<file path="config.mk">
export PLATFORM = sky130hd
export DESIGN_NAME = btxc_ctrl
export DESIGN_NICKNAME = d
export VERILOG_FILES = /design/src/sv/btxc_pkg.sv /design/src/sv/btxc_ctrl.sv
export SDC_FILE = /design/constraint.sdc
export NUM_CORES = 1
export LEC_CHECK = 0
export ABC_AREA = 1
export BUFFER_PORTS_ARGS = -buffer_cell sky130_fd_sc_hd__buf_4
export CORE_AREA = 2 2 39 41
export CTS_BUF_LIST = sky130_fd_sc_hd__clkbuf_4
export DETAILED_ROUTE_END_ITERATION = 10
export DIE_AREA = 0 0 41 43
export PLACE_DENSITY_LB_ADDON = 0.3
export REMOVE_ABC_BUFFERS = 1
export SETUP_SLACK_MARGIN = 0.05
export SLEW_MARGIN = 10
export SYNTH_ARGS = -nofsm -noshare
export SYNTH_HDL_FRONTEND = slang
export SYNTH_SLANG_ARGS = --single-unit
</file>
<file path="constraint.sdc">
create_clock -name clock -period 1.4 [get_ports clock]
set_input_delay 0.14 -clock clock [delete_from_list [all_inputs] [get_ports clock]]
set_output_delay 0.14 -clock clock [all_outputs]
set_load 0.05 [all_outputs]
</file>
<file path="src/sv/btxc_pkg.sv">
// Package for the binary xor trie counter.
// Holds opcodes, field widths and the controller/datapath command and status structs.
// No dependencies.
package btxc_pkg;

   localparam int OPCODE_W = 2;
   localparam int KEY_W    = 32;
   localparam int PLEN_W   = 6;
   localparam int LIMIT_W  = 32;
   localparam int COUNT_W  = 32;

   localparam logic [OPCODE_W-1:0] OP_INSERT = 2'd0;
   localparam logic [OPCODE_W-1:0] OP_SEARCH = 2'd1;
   localparam logic [OPCODE_W-1:0] OP_QUERY  = 2'd2;

   // Controller to datapath.
   typedef struct packed {
      logic init_root;    // write the root node with empty links and zero count
      logic read_root;    // point the node read port at the root
      logic load;         // capture a new request
      logic walk;         // perform the writes for the current trie level
      logic descend;      // step to the next level, allocating on insert
      logic capture;      // take the current node count as the search result
      logic emit;         // load the response register
      logic status_full;  // response status: node pool ran out
   } ctl_cmd_type;

   // Datapath to controller.
   typedef struct packed {
      logic [OPCODE_W-1:0] op;
      logic                at_end;
      logic                child_missing;
      logic                pool_full;
   } dp_status_type;

endpackage

</file>
<file path="src/sv/btxc_ctrl.sv">
// Controller of the binary xor trie counter: root setup after reset, request
// intake, per-level walk decisions and the response handshake.
// Depends on btxc_pkg.
module btxc_ctrl import btxc_pkg::*; (
   input  logic          clock,
   input  logic          reset,
   input  logic          req_valid,
   output logic          req_ready,
   output logic          rsp_valid,
   input  logic          rsp_ready,
   input  dp_status_type status,
   output ctl_cmd_type   cmd
);

   localparam logic [1:0] ST_INIT = 2'd0;
   localparam logic [1:0] ST_IDLE = 2'd1;
   localparam logic [1:0] ST_WALK = 2'd2;
   localparam logic [1:0] ST_DONE = 2'd3;

   logic [1:0] state_ff, state_in;
   logic       full_ff, full_in;
   logic       rsp_valid_ff, rsp_valid_in;
   logic       out_free;

   assign out_free = !rsp_valid_ff || rsp_ready;

   always_comb begin
      state_in     = state_ff;
      full_in      = full_ff;
      rsp_valid_in = rsp_valid_ff && !rsp_ready;
      cmd          = '0;
      cmd.status_full = full_ff;
      unique case (state_ff)
         ST_INIT: begin
            cmd.init_root = 1'b1;
            state_in      = ST_IDLE;
         end
         ST_IDLE: begin
            cmd.read_root = 1'b1;
            if (req_valid) begin
               cmd.load = 1'b1;
               full_in  = 1'b0;
               state_in = ST_WALK;
            end
         end
         ST_WALK: begin
            cmd.walk = 1'b1;
            unique case (status.op)
               OP_INSERT: begin
                  if (status.at_end) begin
                     state_in = ST_DONE;
                  end else if (status.child_missing && status.pool_full) begin
                     full_in  = 1'b1;
                     state_in = ST_DONE;
                  end else begin
                     cmd.descend = 1'b1;
                  end
               end
               OP_SEARCH: begin
                  if (status.at_end) begin
                     cmd.capture = 1'b1;
                     state_in    = ST_DONE;
                  end else if (status.child_missing) begin
                     state_in = ST_DONE;
                  end else begin
                     cmd.descend = 1'b1;
                  end
               end
               OP_QUERY: begin
                  if (status.at_end || status.child_missing) begin
                     state_in = ST_DONE;
                  end else begin
                     cmd.descend = 1'b1;
                  end
               end
               default: begin
                  state_in = ST_DONE;
               end
            endcase
         end
         ST_DONE: begin
            // Wait here while the previous response is still held.
            if (out_free) begin
               cmd.emit     = 1'b1;
               rsp_valid_in = 1'b1;
               state_in     = ST_IDLE;
            end
         end
      endcase
   end

   always_ff @(posedge clock) begin
      if (reset) begin
         state_ff     <= ST_INIT;
         full_ff      <= 1'b0;
         rsp_valid_ff <= 1'b0;
      end else begin
         state_ff     <= state_in;
         full_ff      <= full_in;
         rsp_valid_ff <= rsp_valid_in;
      end
   end

   assign req_ready = (state_ff == ST_IDLE);
   assign rsp_valid = rsp_valid_ff;

endmodule

</file>
==> flow_metrics.tcl, run 1 <==
set metrics [dict create \
    status "completed" \
    routed_via_density 4.17 \
    max-slew-margin-rel 0.839 \
    hold_path_depth 2 \
    start_util 0.266 \
    setup_viol 0 \
    critical_path_required_ns 1.26 \
    slowest_stage "dfxtp_4" \
    htreeDepth 1 \
    cp_max_fo 5 \
    crit-reg2reg-launch "state_ff[0]$_SDFFE_PP0P_" \
    setup_slack_ns 0.105 \
    reg2reg_depth 7 \
    drc 0 \
    die_area_um2 1760 \
    cts_tree "done" \
    worst-path-buf-inv 4 \
    gp_congestion 0.784 \
    die_w_um 41 \
    mostFrequentLayoutCells "buf_4, nand2_1, inv_1, nor2_1, buf_6" \
    cts-buffers-inserted 3 \
    antenna_found_initial 0 \
    synth_area_leader_cell "dfxtp_1" \
    synth_area_um2 368 \
    finalNetCount 95 \
    ys_ff_latch 4 \
    ir_drop_mv 0.647 \
    grt_usage 0.112 \
    rows 14 \
    path_cells "inv_4, ha_4, buf_6, nand2_2, inv_2, buf_6" \
    dieHeight_um 43 \
    fmax_mhz 772 \
    min-delay-path-class "input port to register" \
    synth_top_area_frac 0.218 \
    worst_ep_arrival_time_ns 1.15 \
    final_common_cell "buf_4" \
    drive_gt1_frac 0.519 \
    rsz0062_at_grt "true" \
    drv_cap 0 \
    avgSynthCellArea_um2 6.34 \
    min_period_ns 1.29 \
    fill_cells 145 \
    drv_slew 0 \
    tns_ns 0 \
    crit_type "register to primary output" \
    grt_pass1_vias 388 \
    post-dp-hpwl_um 658 \
    yosysUniqueCellTypes 15 \
    grt-ovfl-total 0 \
    cp-start-kind "register" \
    cp_slowest_stage_delay_ns 0.38 \
    grt_pass1_wl_um 1350 \
    cts.path.max_buffers 2 \
    coreArea_um2 1380 \
    path_clk_slew_ns 0.04 \
    first_pass_iters 3 \
    r2r_slack_ns 0.15 \
    ios 19 \
    p_leak_nw 0.325 \
    place_ws_ns 0.0747 \
    crit_path_frequent_cell "buf_6" \
    initialDrtViolationCount 5 \
    stdcell_count 95 \
    finClkSkew_ns 0.00287 \
    r2r_end "full_ff$_SDFFE_PP0P_" \
    utilization 0.447 \
    worst_pin_slew_ns 0.241 \
    via_count 396 \
    clk-insertion-delay-late_ns 0.23 \
    root_buffer "clkbuf_4" \
    yosysSeqAreaShare 0.218 \
    ant_nets 0 \
    crit_family "flip-flops" \
    diodes 0 \
    cts_sinks 4 \
    synth.area.top_cells "dfxtp_1, ha_1, nand2_1" \
    ctsHoldBuffers 0 \
    cp.depth 6 \
    drt_wl_total_um 822 \
    wire_per_inst_um 8.65 \
    cp-endpoint "cmd[5]" \
    hold_violations 0 \
    syn-instance-count 58 \
    syn_to_final_growth_pct 68.0 \
    critPathLaunch "state_ff[1]$_SDFFE_PP0P_" \
    place_inst 90 \
    grt_max_degree 7 \
    yosys_warnings 0 \
    worstSetupEndpointType "primary output" \
    cellPowerDensity_nw_per_um2 1890 \
    io_buffers 18 \
    final.period_utilization 0.925 \
]
-- synthesized netlist by cell type, drive strengths merged --
master  number
nand3        2
buf          3
nor3         1
o211ai       1
nand2       15
a21boi       1
inv         11
o21ai        3
nand3b       1
nor2         7
ha           5
a21oi        4
dfxtp        4
-- per-layer routing --
metal	GRT usage	vias up	wire length (um)
met5	0	-	0
met4	0.0200	0	0
met3	0.0785	0	63
met2	0.175	12	394
met1	0.122	164	364
li1	-	220	-
-- area by class of cell --
cell class | count | area (um2) | share of cell area
clock buffers | 3 | 22.5 | 0.0364
inverters | 11 | 46.3 | 0.0749
multi-input cells | 40 | 269 | 0.435
flip-flops and latches | 4 | 87.6 | 0.142
well taps | 16 | 20.0 | 0.0324
repair buffers | 21 | 173 | 0.279
-- registers in the layout, indices dropped and copies added, names as in the netlist --
name       cells
state_ff       2
rsp_valid      1
full_ff        1
-- kinds of logic after synthesis --
kind of cell | after synthesis | synth area share
and+or+nand+nor | 26 | 0.303
buffers and inverters | 14 | 0.173
AOI/OAI and AO/OA | 9 | 0.136
adders and majority gates | 5 | 0.170
DFF | 4 | 0.218
-- how the worst min path moves through the flow --
stage	startpoint	to	slack, ns
2_1_floorplan	reset	rsp_valid$_SDFF_PP0_	0.21
3_3_place_gp	reset	rsp_valid$_SDFF_PP0_	0.31
3_5_place_dp	reset	rsp_valid$_SDFF_PP0_	0.31
4_1_cts	reset	rsp_valid$_SDFF_PP0_	0.06
5_1_grt	reset	rsp_valid$_SDFF_PP0_	0.06
6_report	reset	rsp_valid$_SDFF_PP0_	0.06
-- per-stage QoR --
step                      power [mW]  instance area (um2)  hold WS, ns
after floorplan                0.695                  345        0.209
after global placement         0.881                  508        0.307
after detailed placement       0.885                  508        0.309
after CTS                       1.09                  564       0.0601
after global routing            1.26                  618       0.0643
final                           1.17                  618       0.0641
-- where the power goes --
part | internal, mW | switching (mW) | total (mW) | leakage (nW)
Sequential | 0.167 | 0.0572 | 0.224 | 0.0342
Combinational | 0.299 | 0.503 | 0.802 | 0.277
Clock | 0.0958 | 0.0460 | 0.142 | 0.0138
-- what timing repair did --
item                       4_1_cts  5_1_grt
setup endpoints to repair        5        9
pin swaps                        1        5
cloned                           0        0
gates resized for setup         10       15
setup buffers                    1        1
(Power assumes the default switching activity.)
==> inputs of run 2 (changes only) <==
==> constraint.sdc (replaced) <==
create_clock -name clock -period 1.4 [get_ports clock]
set_input_delay 0.07 -clock clock [delete_from_list [all_inputs] [get_ports clock]]
set_output_delay 0.07 -clock clock [all_outputs]
set_load 0.05 [all_outputs]
==> flow_metrics.tcl, run 2 (same netlist as run 1, synthesis figures left out) <==
set metrics [dict create \
    drv_slew 0 \
    cts_sinks 4 \
    final_common_cell "buf_4" \
    first_pass_iters 4 \
    rows 14 \
    critical_path_required_ns 1.33 \
    die_w_um 41 \
    post_cts_buffers 0 \
    grt-ovfl-total 0 \
    cp_max_fo 5 \
    die_area_um2 1760 \
    grt_pass1_vias 325 \
    syn_to_final_growth_pct 57.8 \
    cts_tree "done" \
    switchingPower_mw 0.571 \
    p_clk_frac 0.130 \
    grt_pass1_wl_um 1170 \
    diodes 0 \
    gp_congestion 0.784 \
    clk-insertion-delay-late_ns 0.23 \
    grt_max_degree 7 \
    hold_violations 0 \
    min-delay-path-class "input port to register" \
    regMostFlops "state_ff" \
    combPwrFrac 0.676 \
    p_seq_frac 0.194 \
    drc 0 \
    htreeDepth 1 \
    p_leak_nw 0.316 \
    finalNetCount 94 \
    cellPowerDensity_nw_per_um2 1860 \
    antenna_found_initial 0 \
    ir_drop_mv 0.665 \
    fmax_mhz 773 \
    cts.path.max_buffers 2 \
    finClkSkew_ns 0.00212 \
    rsz0062_at_grt "true" \
    via_count 400 \
    min_period_ns 1.29 \
    drive_gt1_frac 0.410 \
    post-dp-hpwl_um 663 \
    largest_reg_flops 2 \
    initialDrtViolationCount 5 \
    ant_nets 0 \
    utilization 0.420 \
    setup_viol 0 \
    place_inst 90 \
    ios 19 \
    cp-start-kind "register" \
    dieHeight_um 43 \
    root_buffer "clkbuf_4" \
    switching_share 0.528 \
    drt_wl_total_um 796 \
    max-slew-margin-rel 0.866 \
    cts-buffers-inserted 3 \
    crit_type "register to primary output" \
    status "completed" \
    intPower_mw 0.510 \
    worst_pin_slew_ns 0.199 \
    stdcell_count 94 \
    fill_cells 153 \
    wire_per_inst_um 8.47 \
    coreArea_um2 1380 \
    holdWs_ns 0.120 \
    drv_cap 0 \
    io_buffers 18 \
    path_clk_slew_ns 0.04 \
    worstSetupEndpointType "primary output" \
    worst_ep_arrival_time_ns 1.22 \
    routed_via_density 4.26 \
    grt_usage 0.101 \
    final.period_utilization 0.924 \
    start_util 0.266 \
    mostFrequentLayoutCells "buf_4, nand2_1, inv_1, nor2_1, a21oi_1" \
]
==> run 2: timing repair <==
| item | in CTS | in global routing |
|---|---|---|
| endpoints found under the hold margin | 1 | 0 |
| hold buffers | 1 | 0 |
| resized for setup | 6 | 7 |
| setup endpoints to repair | 3 | 3 |
==> run 2: metal layers <==
metal	track usage	routed length, um	vias up	share of wire
li1	-	-	217	-
met1	0.119	350	171	0.44
met2	0.144	390	12	0.49
met3	0.0785	55	0	0.069
met4	0.0200	0	0	0
met5	0	0	-	0
==> run 2: power by group through the flow <==
stage / logic, mW / registers (mW) / clock network [mW]
floorplan: 0.450 / 0.245 / 0
global placement: 0.692 / 0.189 / 0
finish: 0.731 / 0.210 / 0.141
global route: 0.799 / 0.214 / 0.162
detailed placement: 0.697 / 0.190 / 0
CTS: 0.720 / 0.203 / 0.146
==> run 2: layout make-up <==
cell class                 instances  area [um2]  share of cell area
multi-input combinational         40         251               0.433
timing repair buffer              20         160               0.276
sequential                         4        85.1               0.147
clock buffer                       3        22.5              0.0388
tap                               16        20.0              0.0345
inverter                          11        41.3              0.0711
==> run 2: final timing paths <==
check / from / end / slack [ns] / cells after the start
setup reg to reg: state_ff[0]$_SDFFE_PP0P_ / full_ff$_SDFFE_PP0P_ / 0.21 / 6
hold reg to reg: rsp_valid$_SDFF_PP0_ / rsp_valid$_SDFF_PP0_ / 0.51 / 2
setup / recovery: state_ff[1]$_SDFFE_PP0P_ / cmd[5] / 0.11 / 6
hold / removal: rsp_ready / rsp_valid$_SDFF_PP0_ / 0.12 / 4
==> run 2: metrics by stage <==
stage               cell area (um2)  setup TNS [ns]  setup slack [ns]  power, mW
floorplan                       345           -3.06            -0.836      0.695
global placement                508               0             0.128      0.881
detailed placement              508               0            0.0716      0.887
CTS                             559               0            0.0618       1.07
global route                    581               0            0.0255       1.17
finish                          581               0             0.106       1.08
==> run 2: critical path, cell delays in order (launching register included) <==
cell     delay [ns]
dfxtp_4        0.37
inv_1          0.09
ha_4           0.17
buf_4          0.13
nand2_1        0.05
inv_1          0.04
buf_6          0.14
